**config.mk**
```make
export PLATFORM = sky130hd
export DESIGN_NAME = nearest_palette_color_flat
export DESIGN_NICKNAME = d
export VERILOG_FILES = /design/src/rtl/npc_pkg.sv /design/src/rtl/npc_if.sv /design/src/rtl/npc_dist_unit.sv /design/src/rtl/nearest_palette_color.sv /design/src/flat_wrapper.sv
export SDC_FILE = /design/constraint.sdc
export NUM_CORES = 1
export LEC_CHECK = 0
export ABC_AREA = 1
export BUFFER_PORTS_ARGS = -buffer_cell sky130_fd_sc_hd__buf_2
export CORE_ASPECT_RATIO = 0.6
export CORE_MARGIN = 1
export CORE_UTILIZATION = 66
export CTS_BUF_LIST = sky130_fd_sc_hd__clkbuf_16
export DETAILED_ROUTE_END_ITERATION = 12
export HOLD_SLACK_MARGIN = 0.02
export PLACE_DENSITY = 0.81
export SYNTH_ARGS = -nofsm -noshare
export SYNTH_HDL_FRONTEND = slang
export SYNTH_SLANG_ARGS = --single-unit
export TNS_END_PERCENT = 20
```
**constraint.sdc**
```tcl
create_clock -name clk_i -period 12.6 [get_ports clk_i]
set_input_delay 3.15 -clock clk_i [delete_from_list [all_inputs] [get_ports clk_i]]
set_output_delay 3.15 -clock clk_i [all_outputs]
set_load 0.1 [all_outputs]
```
**src/rtl/npc_pkg.sv**
```systemverilog
// Shared types and constants for the nearest palette colour matcher.
// No dependencies; used by the interfaces, the distance unit and the top level.
package npc_pkg;

  localparam int unsigned PalDepthDef = 16;
  localparam int unsigned ChanW       = 8;
  localparam int unsigned OpW         = 2;
  localparam int unsigned EntryIdxW   = 4;
  // Sum of three 8-bit absolute differences, at most 765
  localparam int unsigned DistW       = 10;

  typedef enum logic [OpW-1:0] {
    OP_CLEAR  = 2'd0,
    OP_APPEND = 2'd1,
    OP_MATCH  = 2'd2
  } npc_op_e;

  typedef enum logic [2:0] {
    ST_IDLE  = 3'b001,
    ST_FETCH = 3'b010,
    ST_SCAN  = 3'b100
  } npc_state_e;

  typedef struct packed {
    logic [ChanW-1:0] red;
    logic [ChanW-1:0] green;
    logic [ChanW-1:0] blue;
  } npc_rgb_t;

endpackage

```
**src/rtl/npc_if.sv**
```systemverilog
// Request and result channel interfaces for the nearest palette colour matcher.
// Depends on npc_pkg for field widths.
interface npc_req_if;
  logic                           valid;
  logic                           ready;
  logic [npc_pkg::OpW-1:0]        operation;
  logic [npc_pkg::ChanW-1:0]      red;
  logic [npc_pkg::ChanW-1:0]      green;
  logic [npc_pkg::ChanW-1:0]      blue;
  logic [npc_pkg::ChanW-1:0]      alpha;

  modport source (output valid, operation, red, green, blue, alpha, input ready);
  modport sink   (input valid, operation, red, green, blue, alpha, output ready);
endinterface

interface npc_rsp_if;
  logic                           valid;
  logic                           ready;
  logic [npc_pkg::ChanW-1:0]      out_red;
  logic [npc_pkg::ChanW-1:0]      out_green;
  logic [npc_pkg::ChanW-1:0]      out_blue;
  logic [npc_pkg::ChanW-1:0]      out_alpha;
  logic                           from_palette;
  logic [npc_pkg::EntryIdxW-1:0]  entry_index;

  modport source (output valid, out_red, out_green, out_blue, out_alpha, from_palette,
                  entry_index, input ready);
  modport sink   (input valid, out_red, out_green, out_blue, out_alpha, from_palette,
                  entry_index, output ready);
endinterface

```
**src/rtl/npc_dist_unit.sv**
```systemverilog
// Shared distance unit: Manhattan distance over red, green and blue.
// Depends on npc_pkg for the colour struct and distance width.
module npc_dist_unit (
  input  npc_pkg::npc_rgb_t          pixel_i,
  input  npc_pkg::npc_rgb_t          entry_i,
  output logic [npc_pkg::DistW-1:0]  dist_o
);
  import npc_pkg::*;

  logic [ChanW-1:0] diff_r, diff_g, diff_b;

  always_comb begin
    diff_r = (pixel_i.red   > entry_i.red)   ? pixel_i.red   - entry_i.red
                                             : entry_i.red   - pixel_i.red;
    diff_g = (pixel_i.green > entry_i.green) ? pixel_i.green - entry_i.green
                                             : entry_i.green - pixel_i.green;
    diff_b = (pixel_i.blue  > entry_i.blue)  ? pixel_i.blue  - entry_i.blue
                                             : entry_i.blue  - pixel_i.blue;
    dist_o = DistW'(diff_r) + DistW'(diff_g) + DistW'(diff_b);
  end

endmodule

```
**src/rtl/nearest_palette_color.sv**
```systemverilog
// Nearest palette colour matcher: clear and append requests take effect when accepted.
// A match against an empty palette gives its result in the cycle after acceptance.
// Otherwise a match makes one fetch from the single palette read port, then passes
// one entry per cycle through the shared distance unit, then gives the result.
// Reset (rst_ni low, asynchronous) empties the palette; entries are undefined until
// appended. One request is handled at a time; a waiting result holds off every request.
module nearest_palette_color #(
  parameter int unsigned PALETTE_DEPTH = npc_pkg::PalDepthDef
) (
  input  logic              clk_i,
  input  logic              rst_ni,
  npc_req_if.sink           req_i,
  npc_rsp_if.source         rsp_o
);
  import npc_pkg::*;

  localparam int unsigned IdxW = (PALETTE_DEPTH > 1) ? $clog2(PALETTE_DEPTH) : 1;
  localparam int unsigned CntW = $clog2(PALETTE_DEPTH + 1);

  // Control state
  npc_state_e       state_q, state_d;
  logic [CntW-1:0]  count_q, count_d;
  logic [IdxW-1:0]  rd_idx_q, rd_idx_d;
  logic [IdxW-1:0]  cmp_idx_q, cmp_idx_d;
  logic             first_q, first_d;
  logic             out_valid_q, out_valid_d;

  // Payload registers
  npc_rgb_t         color_q, color_d;
  logic [ChanW-1:0] alpha_q, alpha_d;
  logic [DistW-1:0] best_dist_q, best_dist_d;
  logic [IdxW-1:0]  best_idx_q, best_idx_d;
  npc_rgb_t         best_rgb_q, best_rgb_d;
  npc_rgb_t         out_rgb_q, out_rgb_d;
  logic [ChanW-1:0] out_alpha_q, out_alpha_d;
  logic             out_pal_q, out_pal_d;
  logic [IdxW-1:0]  out_idx_q, out_idx_d;

  // Palette memory
  npc_rgb_t         pal_mem_q [PALETTE_DEPTH];
  npc_rgb_t         rd_data_q;
  logic             wr_en;
  logic [IdxW-1:0]  wr_addr;
  npc_rgb_t         wr_data;

  logic             req_ready;
  logic             req_acc;
  logic             scan_last;
  logic             better;
  logic [DistW-1:0] cur_dist;
  logic [IdxW+EntryIdxW-1:0] out_idx_ext;

  npc_dist_unit u_dist (
    .pixel_i (color_q),
    .entry_i (rd_data_q),
    .dist_o  (cur_dist)
  );

  assign req_ready = (state_q == ST_IDLE) && (!out_valid_q || rsp_o.ready);
  assign req_acc   = req_i.valid && req_ready;
  assign scan_last = (CntW'(cmp_idx_q) + CntW'(1)) == count_q;
  assign better    = first_q || (cur_dist < best_dist_q);

  always_comb begin
    state_d     = state_q;
    count_d     = count_q;
    rd_idx_d    = rd_idx_q;
    cmp_idx_d   = cmp_idx_q;
    first_d     = first_q;
    out_valid_d = out_valid_q && !rsp_o.ready;
    color_d     = color_q;
    alpha_d     = alpha_q;
    best_dist_d = best_dist_q;
    best_idx_d  = best_idx_q;
    best_rgb_d  = best_rgb_q;
    out_rgb_d   = out_rgb_q;
    out_alpha_d = out_alpha_q;
    out_pal_d   = out_pal_q;
    out_idx_d   = out_idx_q;
    wr_en       = 1'b0;
    wr_addr     = count_q[IdxW-1:0];
    wr_data     = '{red: req_i.red, green: req_i.green, blue: req_i.blue};

    case (state_q)
      ST_IDLE: begin
        if (req_acc) begin
          case (npc_op_e'(req_i.operation))
            OP_CLEAR: begin
              count_d = '0;
            end
            OP_APPEND: begin
              // Drop the entry once the palette is full
              if (count_q < CntW'(PALETTE_DEPTH)) begin
                wr_en   = 1'b1;
                count_d = count_q + CntW'(1);
              end
            end
            OP_MATCH: begin
              color_d = wr_data;
              alpha_d = req_i.alpha;
              if (count_q == '0) begin
                out_valid_d = 1'b1;
                out_rgb_d   = wr_data;
                out_alpha_d = req_i.alpha;
                out_pal_d   = 1'b0;
                out_idx_d   = '0;
              end else begin
                rd_idx_d = '0;
                state_d  = ST_FETCH;
              end
            end
            default: ;
          endcase
        end
      end
      ST_FETCH: begin
        // Entry 0 lands in the read register now; start the next read
        if (rd_idx_q != IdxW'(PALETTE_DEPTH - 1)) rd_idx_d = rd_idx_q + IdxW'(1);
        cmp_idx_d = '0;
        first_d   = 1'b1;
        state_d   = ST_SCAN;
      end
      ST_SCAN: begin
        if (better) begin
          best_dist_d = cur_dist;
          best_idx_d  = cmp_idx_q;
          best_rgb_d  = rd_data_q;
        end
        first_d = 1'b0;
        if (rd_idx_q != IdxW'(PALETTE_DEPTH - 1)) rd_idx_d = rd_idx_q + IdxW'(1);
        cmp_idx_d = cmp_idx_q + IdxW'(1);
        if (scan_last) begin
          out_valid_d = 1'b1;
          out_rgb_d   = best_rgb_d;
          out_alpha_d = alpha_q;
          out_pal_d   = 1'b1;
          out_idx_d   = best_idx_d;
          state_d     = ST_IDLE;
        end
      end
      default: begin
        state_d = ST_IDLE;
      end
    endcase
  end

  always_ff @(posedge clk_i or negedge rst_ni) begin
    if (!rst_ni) begin
      state_q     <= ST_IDLE;
      count_q     <= '0;
      rd_idx_q    <= '0;
      cmp_idx_q   <= '0;
      first_q     <= 1'b0;
      out_valid_q <= 1'b0;
    end else begin
      state_q     <= state_d;
      count_q     <= count_d;
      rd_idx_q    <= rd_idx_d;
      cmp_idx_q   <= cmp_idx_d;
      first_q     <= first_d;
      out_valid_q <= out_valid_d;
    end
  end

  always_ff @(posedge clk_i) begin
    color_q     <= color_d;
    alpha_q     <= alpha_d;
    best_dist_q <= best_dist_d;
    best_idx_q  <= best_idx_d;
    best_rgb_q  <= best_rgb_d;
    out_rgb_q   <= out_rgb_d;
    out_alpha_q <= out_alpha_d;
    out_pal_q   <= out_pal_d;
    out_idx_q   <= out_idx_d;
  end

  always_ff @(posedge clk_i) begin
    if (wr_en) pal_mem_q[wr_addr] <= wr_data;
    rd_data_q <= pal_mem_q[rd_idx_q];
  end

  assign out_idx_ext = {{EntryIdxW{1'b0}}, out_idx_q};

  assign req_i.ready        = req_ready;
  assign rsp_o.valid        = out_valid_q;
  assign rsp_o.out_red      = out_rgb_q.red;
  assign rsp_o.out_green    = out_rgb_q.green;
  assign rsp_o.out_blue     = out_rgb_q.blue;
  assign rsp_o.out_alpha    = out_alpha_q;
  assign rsp_o.from_palette = out_pal_q;
  assign rsp_o.entry_index  = out_idx_ext[EntryIdxW-1:0];

`ifndef SYNTH
  a_count_bound: assert property (@(posedge clk_i) disable iff (!rst_ni)
    count_q <= CntW'(PALETTE_DEPTH))
    else $error("palette count beyond depth");

  a_scan_nonempty: assert property (@(posedge clk_i) disable iff (!rst_ni)
    (state_q == ST_SCAN || state_q == ST_FETCH) |-> count_q != '0)
    else $error("scan with empty palette");

  a_pass_index: assert property (@(posedge clk_i) disable iff (!rst_ni)
    (out_valid_q && !out_pal_q) |-> out_idx_q == '0)
    else $error("pass-through result carries an entry index");

  a_empty_match: assert property (@(posedge clk_i) disable iff (!rst_ni)
    (req_acc && req_i.operation == OP_MATCH && count_q == '0) |=>
      (out_valid_q && !out_pal_q && state_q == ST_IDLE))
    else $error("empty-palette match not passed through");

  a_scan_exit: assert property (@(posedge clk_i) disable iff (!rst_ni)
    (state_q == ST_SCAN && scan_last) |=> (out_valid_q && out_pal_q))
    else $error("scan finished without a palette result");
`endif

endmodule
```
**src/flat_wrapper.sv**
```systemverilog
// flat-port wrapper written by rule: the top's interface ports become plain ports
module nearest_palette_color_flat import npc_pkg::*;
#(
  parameter int unsigned PALETTE_DEPTH = npc_pkg::PalDepthDef
)
  (clk_i, rst_ni, req_i_valid, req_i_operation, req_i_red, req_i_green, req_i_blue, req_i_alpha, req_i_ready, rsp_o_valid, rsp_o_out_red, rsp_o_out_green, rsp_o_out_blue, rsp_o_out_alpha, rsp_o_from_palette, rsp_o_entry_index, rsp_o_ready);
  npc_req_if req_i_i ();
  npc_rsp_if rsp_o_i ();
  input  logic clk_i;
  input  logic rst_ni;
  input wire logic [$bits(req_i_i.valid)-1:0] req_i_valid;
  input wire logic [$bits(req_i_i.operation)-1:0] req_i_operation;
  input wire logic [$bits(req_i_i.red)-1:0] req_i_red;
  input wire logic [$bits(req_i_i.green)-1:0] req_i_green;
  input wire logic [$bits(req_i_i.blue)-1:0] req_i_blue;
  input wire logic [$bits(req_i_i.alpha)-1:0] req_i_alpha;
  output wire logic [$bits(req_i_i.ready)-1:0] req_i_ready;
  output wire logic [$bits(rsp_o_i.valid)-1:0] rsp_o_valid;
  output wire logic [$bits(rsp_o_i.out_red)-1:0] rsp_o_out_red;
  output wire logic [$bits(rsp_o_i.out_green)-1:0] rsp_o_out_green;
  output wire logic [$bits(rsp_o_i.out_blue)-1:0] rsp_o_out_blue;
  output wire logic [$bits(rsp_o_i.out_alpha)-1:0] rsp_o_out_alpha;
  output wire logic [$bits(rsp_o_i.from_palette)-1:0] rsp_o_from_palette;
  output wire logic [$bits(rsp_o_i.entry_index)-1:0] rsp_o_entry_index;
  input wire logic [$bits(rsp_o_i.ready)-1:0] rsp_o_ready;
  assign req_i_i.valid = req_i_valid;
  assign req_i_i.operation = req_i_operation;
  assign req_i_i.red = req_i_red;
  assign req_i_i.green = req_i_green;
  assign req_i_i.blue = req_i_blue;
  assign req_i_i.alpha = req_i_alpha;
  assign req_i_ready = req_i_i.ready;
  assign rsp_o_valid = rsp_o_i.valid;
  assign rsp_o_out_red = rsp_o_i.out_red;
  assign rsp_o_out_green = rsp_o_i.out_green;
  assign rsp_o_out_blue = rsp_o_i.out_blue;
  assign rsp_o_out_alpha = rsp_o_i.out_alpha;
  assign rsp_o_from_palette = rsp_o_i.from_palette;
  assign rsp_o_entry_index = rsp_o_i.entry_index;
  assign rsp_o_i.ready = rsp_o_ready;
  nearest_palette_color #(.PALETTE_DEPTH(PALETTE_DEPTH)) u_core (.clk_i(clk_i), .rst_ni(rst_ni), .req_i(req_i_i), .rsp_o(rsp_o_i));
endmodule
```
==> results.toml, run 1 <==
[timing]
hold_ws_ps = 519.7
worst_slack_ps = 5546
max_freq_mhz = 141.8
slew_headroom = 0.3368
fin_crit_ps = 7054
rsz0062_at_grt = "no"
tns_ps = 0
setup_viol = 0
slew_viol_final = 0
skew_ps = 22.02
finalHoldViolCount = 0
period_share = 0.5598
max_slew.worst_pin.slew_ps = 994.7

[global_route]
grt_pass1_wl_mm = 86.95
grt_remaining_overflow = 0
grt_max_degree = 222
antenna_found_initial = 0
grt_usage = 0.3071
grt_pass1_vias = 15540

[floorplan]
rows = 54
start_util = 0.6709
ios = 77
coreArea_um2 = 36350
chipWidth_um = 250.2
die_area_um2 = 37750
die_height_um = 150.9

[drt]
wl_mm = 57.54
drtIter0Drc = 2040
drt_first_pass_iters = 7
routed-wl-met3_mm = 5.403
drtAntennaViolNets = 0
dr_wl_met2_mm = 26.36
routed.top_layer = "met4"
wl_per_cell_um = 20.63
drc_errors = 0
vias = 16480
wl_met1_mm = 24.30
viasPerCell = 5.907

[logic_synthesis]
ys_types = 47
synth_area_um2 = 24390
synth_warnings = 0
synth_area_leader_cell = "edfxtp_1"
ys_async_sr_fraction = 0.03377
synth_top_area_share = 0.6046
synth_edf_count = 491
synth_fp_nets = 2337
ys_seq_area_frac = 0.6428
synthMostInstantiatedCell = "nand2_1"
syn_inst = 2217
synth_common_cells = "nand2_1, edfxtp_1, inv_1"
synth.area.top_cells = "edfxtp_1, nand2_1, inv_1"
yosys_most_used_dff = "edfxtp_1"
syn_area_per_cell_um2 = 11.00
ys_seq_elements = 533

[clock_network]
cts_sinks = 533
htree_levels = 2
cts-root-buf = "clkbuf_16"
clk_pin_slew_worst_paths_ps = 60
cts_tree = "done"
post_cts_buffers = 0
cts.hold.buffers_added = 0
clock_latency_ps = 570
cts_buffers = 47
post_cts_resized = 0
cts_buffer_depth = 3

[power_and_ir_drop]
p_leak_nw = 10.39
p_per_area_nw_per_um2 = 204.3
ir_drop_v = 0.0002848

[hold_path]
hold_path.class = "flip-flop to flip-flop"

[cells_and_area]
layout-drive-gt1-share = 0.1077
antenna_cells = 0
area_growth_pct = 8.773
fin_util = 0.7298
final_cell_area_um2 = 26530
nNetsFinal = 2395

[critical_path]
crit_buf_inv = 2
r2r_setup_slack_ps = 6480
critPathTopFamily = "buffers and inverters"
crit_type = "input port to output port"
crit_chain = "buf_2, nor2_1, nor2_1, buf_2"
cp_slowest_cell = "buf_2"
cp-end-kind = "output port"
arrival_ps = 3900
required_ps = 9450
crit_path_start_kind = "input port"
worstPathMaxFanout = 4
cp_slowest_stage_delay_ps = 300

[placement]
routabilityCongestion = 0.8779
placed_area_um2 = 25130
portBuffers = 76
pre_cts_slack_ps = 5553
hpwl_mm = 33.36

[status]
outcome = "finished clean"

[job]
cap_viol_max_count = 0
==> metrics by stage <==
step | cells | power, W
floorplan | 2217 | 0.003634
CTS | 2789 | 0.005408
global placement | 2702 | 0.003992
global route | 2789 | 0.005727
detailed placement | 2702 | 0.004076
finish | 2789 | 0.005419
==> power by group <==
part / total [W] / internal [W] / switching (W)
logic: 0.00195 / 0.000597 / 0.00135
registers: 0.00214 / 0.00210 / 0.0000420
clock network: 0.00133 / 0.000702 / 0.000631
total: 0.00542 / 0.00340 / 0.00202
==> layer usage <==
metal,GRT usage,vias up
li1,-,7665
met1,0.4408,7881
met2,0.4829,830
met3,0.05516,99
met4,0.09877,0
met5,0,-
==> state kept, by name (all words and copies together), names as in the netlist <==
| register | count |
|---|---|
| u_core.pal_mem_q | 384 |
| u_core.best_rgb_q | 24 |
| u_core.color_q | 24 |
| u_core.rd_data_q | 24 |
| u_core.best_dist_q | 10 |
| u_core.alpha_q | 8 |
| u_core.rsp_o.out_alpha | 8 |
| u_core.rsp_o.out_blue | 8 |
| u_core.rsp_o.out_green | 8 |
| u_core.rsp_o.out_red | 8 |
| u_core.count_q | 5 |
| u_core.best_idx_q | 4 |
| u_core.cmp_idx_q | 4 |
| u_core.rd_idx_q | 4 |
| u_core.rsp_o.entry_index | 4 |
| u_core.state_q | 3 |
| u_core.first_q | 1 |
| u_core.rsp_o.from_palette | 1 |
| u_core.rsp_o.valid | 1 |
==> placed cells by master, fill, tap and decap left out, types with 2 or more instances in the layout <==
cell type and count:
clkbuf_16 47, nand3_2 5, xnor2_1 10, or2_2 9, fa_1 15, nand4_1 20
edfxtp_1 491, nand2_1 519, o21ai_0 116, nor2_1 131, and2_1 24, clkinv_2 11
inv_1 275, a21oi_1 83, nand2_2 3, nand3_1 134, nor2_4 3, o21a_1 5
ha_1 67, buf_4 30, a21oi_4 2, a21o_1 3, nand3b_1 4, nor3_1 2
clkinv_1 16, nor2_2 25, dfrtp_1 15, xor2_1 18, dfxtp_1 24, o21ai_1 6
inv_2 8, buf_2 76, o211ai_1 34, o22ai_1 2, o211ai_2 17, o2111ai_1 48
==> layout make-up <==
type                            count  area (µm²)
Tap cell                          476       595.6
Sequential cell                   533       15680
Multi-Input combinational cell   1310        7189
Inverter                          276        1039
Clock inverter                     40       220.2
Timing Repair Buffer              107       625.6
Fill cell                        2382        9823
Clock buffer                       47        1176
==> cell families (layout without fill, tap and decap cells) <==
logic type,after synthesis,count (layout),synth area share
AO/OA/AOI/OAI,319,319,0.08327
adder cells (fa/ha/maj),82,82,0.04669
AND/OR/NAND/NOR,881,881,0.1519
buffers and inverters,374,470,0.06526
XOR/XNOR,28,28,0.01006
flip-flops,533,533,0.6428
==> worst reg2reg max path, delay by kind of cell, from the launching register on <==
family          cells  cell delay (ps)
compound gates      1              230
flops               1              410
simple gates       19             2650
buf+inv             6              890
xor+xnor            1              180
fa+ha+maj           4             1620
==> worst paths after layout <==
path | startpoint | endpoint | cells past startpoint
worst max-delay path | rsp_o_ready | req_i_ready | 4
worst min-delay path | u_core.alpha_q[0]$_DFFE_PP_ | u_core.rsp_o.out_alpha[0]$_DFFE_PP_ | 2
worst max register to register | u_core.rd_data_q[2]$_DFF_P_ | u_core.rsp_o.out_blue[4]$_DFFE_PP_ | 31
worst min register to register | u_core.alpha_q[0]$_DFFE_PP_ | u_core.rsp_o.out_alpha[0]$_DFFE_PP_ | 2
max in group asynchronous | rst_ni | u_core.rd_idx_q[0]$_DFFE_PN0P_ | 1
min in group asynchronous | rst_ni | u_core.rsp_o.valid$_DFF_PN0_ | 1
Power figures use the tool's default switching activity.
==> run 2: changes to the inputs <==
--- a/config.mk
+++ b/config.mk
@@ -5,15 +5,15 @@
 export SDC_FILE = /design/constraint.sdc
 export NUM_CORES = 1
 export LEC_CHECK = 0
-export ABC_AREA = 1
+export ABC_AREA = 0
 export BUFFER_PORTS_ARGS = -buffer_cell sky130_fd_sc_hd__buf_2
 export CORE_ASPECT_RATIO = 0.6
 export CORE_MARGIN = 1
-export CORE_UTILIZATION = 66
+export CORE_UTILIZATION = 62
 export CTS_BUF_LIST = sky130_fd_sc_hd__clkbuf_16
 export DETAILED_ROUTE_END_ITERATION = 12
 export HOLD_SLACK_MARGIN = 0.02
-export PLACE_DENSITY = 0.81
+export PLACE_DENSITY = 0.77
 export SYNTH_ARGS = -nofsm -noshare
 export SYNTH_HDL_FRONTEND = slang
 export SYNTH_SLANG_ARGS = --single-unit
==> constraint.sdc (replaced) <==
create_clock -name clk_i -period 6.95 [get_ports clk_i]
set_input_delay 1.7375 -clock clk_i [delete_from_list [all_inputs] [get_ports clk_i]]
set_output_delay 1.7375 -clock clk_i [all_outputs]
set_load 0.1 [all_outputs]
==> results.toml, run 2 <==
[critical_path]
arrival_ps = 6900
cp-end-kind = "flip-flop"
worstPathMaxFanout = 12
critPathTopFamily = "compound AO/OA/AOI/OAI gates"
r2r_setup_slack_ps = 370
cp_slowest_stage_delay_ps = 510
cp_slowest_cell = "o21ai_2"
crit_path_start_kind = "flip-flop"
required_ps = 7260
crit_type = "flip-flop to flip-flop"
crit_buf_inv = 2
crit_chain = "inv_1, ha_1, a211oi_1, o21bai_1, o21ai_2, mux2_2, fa_1, ha_1, fa_1, a21o_1, a21oi_1, o21bai_1, a21oi_1, nor2b_1, o21a_1, ha_1, nand4_1, or2_2, o22ai_4, buf_4, mux2_2, mux2_2"

[clock_network]
cts.hold.buffers_added = 0
clock_latency_ps = 580
cts-root-buf = "clkbuf_16"
cts_buffer_depth = 3
cts_buffers = 47
cts_tree = "done"
htree_levels = 2
clk_pin_slew_worst_paths_ps = 70
cts_sinks = 533

[cells_and_area]
fillers = 2315
layout_common_cells = "edfxtp_1, nand2_1, mux2i_1, inv_1, buf_2"
nNetsFinal = 1645
regMostFlops = "u_core.pal_mem_q"
layout_commonest_cell = "edfxtp_1"
multi_input_area_um2 = 6822
seq_area_um2 = 15680
layout-drive-gt1-share = 0.2174
final_cells = 2041
area_growth_pct = 11.00
largest_register_ffs = 384
final_cell_area_um2 = 25510

[logic_synthesis]
ys_async_sr_fraction = 0.03377
synth_area_leader_cell = "edfxtp_1"
synthMostInstantiatedCell = "edfxtp_1"
ys_seq_elements = 533
synth_top_area_share = 0.6416
synth_fp_nets = 1550
synth_warnings = 0
ys_types = 63
ys_seq_area_frac = 0.6821
synth.area.top_cells = "edfxtp_1, mux4_2, mux2i_1"
synth_common_cells = "edfxtp_1, nand2_1, mux2i_1"
syn_inst = 1430
yosys_most_used_dff = "edfxtp_1"
synth_area_um2 = 22980
syn_area_per_cell_um2 = 16.07
synth_edf_count = 491

[global_route]
grt_pass1_wl_mm = 76.51
grt_pass1_vias = 12490
antenna_found_initial = 2
grt_max_degree = 87
grt_usage = 0.2755
grt_remaining_overflow = 0

[floorplan]
chipWidth_um = 250.6
coreArea_um2 = 36420
die_area_um2 = 37870
start_util = 0.6311
die_height_um = 151.1
ios = 77
rows = 54

[power_and_ir_drop]
netSwitchingPower_w = 0.001977
switching_share = 0.2671
clkPwrFrac = 0.342
comb_power_share = 0.163
p_per_area_nw_per_um2 = 290.1
p_leak_nw = 8.914
seqPwrFrac = 0.495
ir_drop_v = 0.0002643
intPower_w = 0.005425

[drt]
wl_mm = 51.07
drt_first_pass_iters = 5
vias = 12750
viasPerCell = 6.244
wl_per_cell_um = 25.02
drtIter0Drc = 1377
drtAntennaViolNets = 0
drc_errors = 0

[timing]
skew_ps = 25.00
max_freq_mhz = 151.9
fin_crit_ps = 6584
tns_ps = 0
max_slew.worst_pin.slew_ps = 1162
hold_ws_ps = 513.5
rsz0062_at_grt = "no"
period_share = 0.9473
finalHoldViolCount = 0
slew_headroom = 0.2255
slew_viol_final = 0
setup_viol = 0

[job]
cap_viol_max_count = 0

[placement]
hpwl_mm = 30.26
portBuffers = 76
routabilityCongestion = 0.8800
placed_area_um2 = 24000
dp.cells = 1950

[status]
outcome = "finished clean"

[hold_path]
hold_path.class = "flip-flop to flip-flop"
-- run 2: cell types whose count changed after synthesis, sizes merged, moves of 25 or more --
cell,previous run,this run
nand2,522,96
inv,275,83
nand3,139,7
nor2,159,38
mux2i,0,95
mux2,0,79
o21ai,123,67
o211ai,51,2
mux4,0,48
o2111ai,48,0
buf,71,26
a21oi,85,48
a221oi,0,27
a22oi,0,25
-- run 2: worst paths after layout --
check / from / to / cells past startpoint
setup / recovery: u_core.rd_data_q[21]$_DFF_P_ / u_core.rsp_o.out_red[7]$_DFFE_PP_ / 22
hold / removal: u_core.alpha_q[5]$_DFFE_PP_ / u_core.rsp_o.out_alpha[5]$_DFFE_PP_ / 2
setup reg to reg: u_core.rd_data_q[21]$_DFF_P_ / u_core.rsp_o.out_red[7]$_DFFE_PP_ / 22
hold reg to reg: u_core.alpha_q[5]$_DFFE_PP_ / u_core.rsp_o.out_alpha[5]$_DFFE_PP_ / 2
max in group asynchronous: rst_ni / u_core.rd_idx_q[0]$_DFFE_PN0P_ / 1
min in group asynchronous: rst_ni / u_core.count_q[2]$_DFFE_PN0P_ / 1
-- run 2: cells by family (layout without fill, tap and decap cells) --
family | count (synthesis) | in the layout | share of synthesized area
DFF | 533 | 533 | 0.6821
other | 0 | 1 | 0
xor gates and xnor gates | 30 | 30 | 0.01143
and+or+nand+nor | 199 | 199 | 0.04023
adders and majority gates | 82 | 82 | 0.04954
buffers and inverters | 143 | 277 | 0.02526
AOI/OAI and AO/OA | 221 | 221 | 0.06266
muxes | 222 | 222 | 0.1288
-- run 2: area by class of cell --
type	count	area share
clock buffer	48	0.04708
multi-input combinational	754	0.2674
antenna	1	0.00009809
inverter	83	0.01221
timing repair buffer	106	0.02423
tap	476	0.02335
sequential	533	0.6147
clock inverter	40	0.01089
-- run 2: metrics by stage --
| step | utilization | worst slack [ps] | power [W] |
|---|---|---|---|
| final | 0.7005 | 366.4 | 0.007401 |
| after global routing | 0.7004 | 71.35 | 0.007693 |
| after CTS | 0.7002 | 231.8 | 0.007420 |
| after detailed placement | 0.6591 | -136.8 | 0.004922 |
| after global placement | 0.6591 | 94.09 | 0.004892 |
| after floorplan | - | 929.2 | 0.004598 |
-- run 2: worst reg2reg max path, stage by stage, from the launching register on --
cell and delay (ps):
dfxtp_1 350, inv_1 50, ha_1 420, a211oi_1 330, o21bai_1 170, o21ai_2 510, mux2_2 440, fa_1 460
ha_1 240, fa_1 470, a21o_1 170, a21oi_1 230, o21bai_1 100, a21oi_1 230, nor2b_1 80, o21a_1 200
ha_1 320, nand4_1 110, or2_2 310, o22ai_4 210, buf_4 300, mux2_2 380, mux2_2 260
-- run 2: routing by layer --
metal / routed length [µm] / GRT usage / vias to the layer above / share of wire
li1: - / - / 5659 / -
met5: 0 / 0 / - / 0
met2: 22640 / 0.4021 / 555 / 0.44
met4: 1236 / 0.08374 / 0 / 0.024
met1: 22920 / 0.4242 / 6461 / 0.45
met3: 4262 / 0.05224 / 70 / 0.083
-- run 2: what timing repair did --
action | in CTS | in global routing
endpoints found under the setup margin | 12 | 20
gates resized for setup | 0 | 2
setup buffers | 2 | 0
pin swaps | 1 | 0
-- run 2: power groups by stage --
stage               Combinational, W  Clock [W]  Sequential (W)
floorplan                   0.000725          0         0.00387
global placement             0.00116          0         0.00373
detailed placement           0.00119          0         0.00373
CTS                          0.00120    0.00256         0.00366
global route                 0.00134    0.00269         0.00367
finish                       0.00121    0.00253         0.00366
==> run 3: changes to the inputs <==
--- a/config.mk
+++ b/config.mk
@@ -16,5 +16,6 @@
 export PLACE_DENSITY = 0.77
 export SYNTH_ARGS = -nofsm -noshare
 export SYNTH_HDL_FRONTEND = slang
+export SYNTH_HIERARCHICAL = 1
 export SYNTH_SLANG_ARGS = --single-unit
 export TNS_END_PERCENT = 20
==> results.toml, run 3 <==
[status]
outcome = "finished clean"

[clock_network]
cts_tree = "done"
cts_buffers = 47
cts.hold.buffers_added = 0
cts_buffer_depth = 3
clk_pin_slew_worst_paths_ps = 70
clock_latency_ps = 570
htree_levels = 2
cts-root-buf = "clkbuf_16"
cts_sinks = 533

[timing]
max_slew.worst_pin.slew_ps = 1227
max_freq_mhz = 151.4
finalHoldViolCount = 0
fin_crit_ps = 6606
skew_ps = 19.41
worst_slack_ps = 344.1
rsz0062_at_grt = "no"
hold_ws_ps = 510.5
tns_ps = 0
slew_viol_final = 0
setup_viol = 0
period_share = 0.9505
slew_headroom = 0.1800

[logic_synthesis]
synth_top_area_share = 0.6318
synth.area.top_cells = "edfxtp_1, mux4_2, mux2i_1"
ys_seq_elements = 533
synth_area_um2 = 23340
ys_types = 68
synthMostInstantiatedCell = "edfxtp_1"
synth_area_leader_cell = "edfxtp_1"
syn_inst = 1541
syn_area_per_cell_um2 = 15.14
synth_edf_count = 491
ys_seq_area_frac = 0.6718
synth_common_cells = "edfxtp_1, nand2_1, inv_1, mux2i_1, o21ai_0"
synth_warnings = 6
ys_async_sr_fraction = 0.03377
yosys_most_used_dff = "edfxtp_1"
synth_fp_nets = 1661

[placement]
portBuffers = 76
pre_cts_slack_ps = 499.1
placed_area_um2 = 24250
hpwl_mm = 32.31
routabilityCongestion = 0.9198

[global_route]
antenna_found_initial = 1
grt_pass1_vias = 13760
grt_max_degree = 95
grt_usage = 0.2891
grt_remaining_overflow = 0
grt_pass1_wl_mm = 82.82

[critical_path]
crit_type = "flip-flop to flip-flop"
required_ps = 7340
worstPathMaxFanout = 24
cp_common_cell = "inv_1"
cp-end-kind = "flip-flop"
cp_slowest_stage_delay_ps = 550
crit_path_start_kind = "flip-flop"
critPathTopFamily = "compound AO/OA/AOI/OAI gates"
crit_buf_inv = 5
arrival_ps = 7000
cp_slowest_cell = "a211oi_1"

[floorplan]
rows = 54
ios = 77
die_area_um2 = 38440
die_height_um = 152.3
start_util = 0.6361
coreArea_um2 = 36690
chipWidth_um = 252.5

[power_and_ir_drop]
comb_power_share = 0.488
ir_drop_v = 0.001266
intPower_w = 0.007687
clkPwrFrac = 0.201
switching_share = 0.4138
p_leak_nw = 9.277
netSwitchingPower_w = 0.005425
p_per_area_nw_per_um2 = 508.1
seqPwrFrac = 0.311

[hold_path]
hold_path.class = "flip-flop to flip-flop"

[drt]
drc_errors = 0
drt_first_pass_iters = 5
wl_per_cell_um = 25.23
vias = 13850
wl_mm = 54.44
viasPerCell = 6.418
drtIter0Drc = 1651
drtAntennaViolNets = 0

[job]
cap_viol_max_count = 0

[cells_and_area]
layout-drive-gt1-share = 0.1741
fillers = 2384
layout_common_cells = "edfxtp_1, nand2_1, inv_1, mux2i_1, buf_2"
seq_area_um2 = 15680
largest_register_ffs = 384
area_growth_pct = 10.60
fin_util = 0.7035
antenna_cells = 0
layout_commonest_cell = "edfxtp_1"
multi_input_area_um2 = 6968
nNetsFinal = 1735
regMostFlops = "u_core/pal_mem_q"
final_cell_area_um2 = 25810
[run 3: cell types whose count changed in the layout (fill, tap and decap cells not counted), moves of 7 or more]
cell	before	now
mux2_4	10	1
nor2_2	14	0
inv_1	91	104
nand2_1	96	109
mux2_2	68	31
nand3_1	7	36
a21oi_1	47	61
o211ai_1	2	24
and2_1	7	19
nor2b_1	11	2
a31oi_1	5	30
nor2_1	22	40
a211oi_1	4	11
[run 3: cell type report]
class                   count  share of cell area
clock buffers              49             0.04751
clock inverters            39             0.01285
inverters                  96             0.01401
multi-input cells         832              0.2700
flip-flops and latches    533              0.6076
well taps                 504             0.02443
repair buffers            105             0.02366
[run 3: final timing paths]
kind | startpoint | endpoint | slack (ps) | cells after the start
setup reg to reg | u_core/color_q[0]$_DFFE_PP_ | u_core/rsp_o.out_red[3]$_DFFE_PP_ | 340 | 25
hold reg to reg | u_core/alpha_q[5]$_DFFE_PP_ | u_core/rsp_o.out_alpha[5]$_DFFE_PP_ | 510 | 2
min in group asynchronous | rst_ni | u_core/cmp_idx_q[0]$_DFFE_PN0P_ | 1100 | 1
setup / recovery | u_core/color_q[0]$_DFFE_PP_ | u_core/rsp_o.out_red[3]$_DFFE_PP_ | 340 | 25
hold / removal | u_core/alpha_q[5]$_DFFE_PP_ | u_core/rsp_o.out_alpha[5]$_DFFE_PP_ | 510 | 2
max in group asynchronous | rst_ni | u_core/rd_idx_q[0]$_DFFE_PN0P_ | 5500 | 1
[run 3: power groups by stage]
stage	Clock (W)	Combinational, W	Sequential, W
after global routing	0.00279	0.00693	0.00409
final	0.00263	0.00640	0.00407
after CTS	0.00267	0.00625	0.00408
after detailed placement	0	0.00620	0.00414
after floorplan	0	0.00448	0.00410
after global placement	0	0.00591	0.00414
[run 3: through the flow]
stage / total power (W) / instances
floorplan: 0.008577 / 1541
global placement: 0.01005 / 2070
detailed placement: 0.01034 / 2070
CTS: 0.01300 / 2158
global route: 0.01381 / 2158
finish: 0.01311 / 2158
[run 3: worst register-to-register path, stage by stage (launching register included)]
cell,delay (ps)
edfxtp_1,410
inv_1,80
ha_1,150
inv_1,50
fa_1,400
a211oi_1,350
nor3_1,150
o21ai_4,320
mux2i_1,310
fa_1,430
inv_1,70
ha_1,160
inv_1,70
fa_1,460
nor2b_1,120
o21ai_0,100
a21boi_0,360
o31a_1,200
a21oi_1,70
ha_1,320
nand4_1,170
a211oi_1,550
or3_1,250
buf_4,380
o211ai_1,200
a31oi_1,290
[run 3: timing repair]
item / 4_1_cts / 5_1_grt
setup buffers: 0 / 0
gates resized for setup: 0 / 1
setup endpoints to repair: 0 / 1
[run 3: per-layer routing]
layer / vias up / wire [µm] / track usage
li1: 6056 / - / -
met1: 7034 / 23440 / 0.4458
met2: 690 / 25070 / 0.4320
met3: 69 / 5012 / 0.05620
met4: 2 / 907 / 0.06234
met5: - / 13 / 0
[run 3: cell families after synthesis]
logic type / after synthesis / synth area share
AO/OA/AOI/OAI: 298 / 0.08396
XOR/XNOR: 26 / 0.009758
adder cells (fa/ha/maj): 83 / 0.04922
buffers and inverters: 176 / 0.03190
flip-flops: 533 / 0.6718
multiplexers: 175 / 0.1027
AND/OR/NAND/NOR: 250 / 0.05072
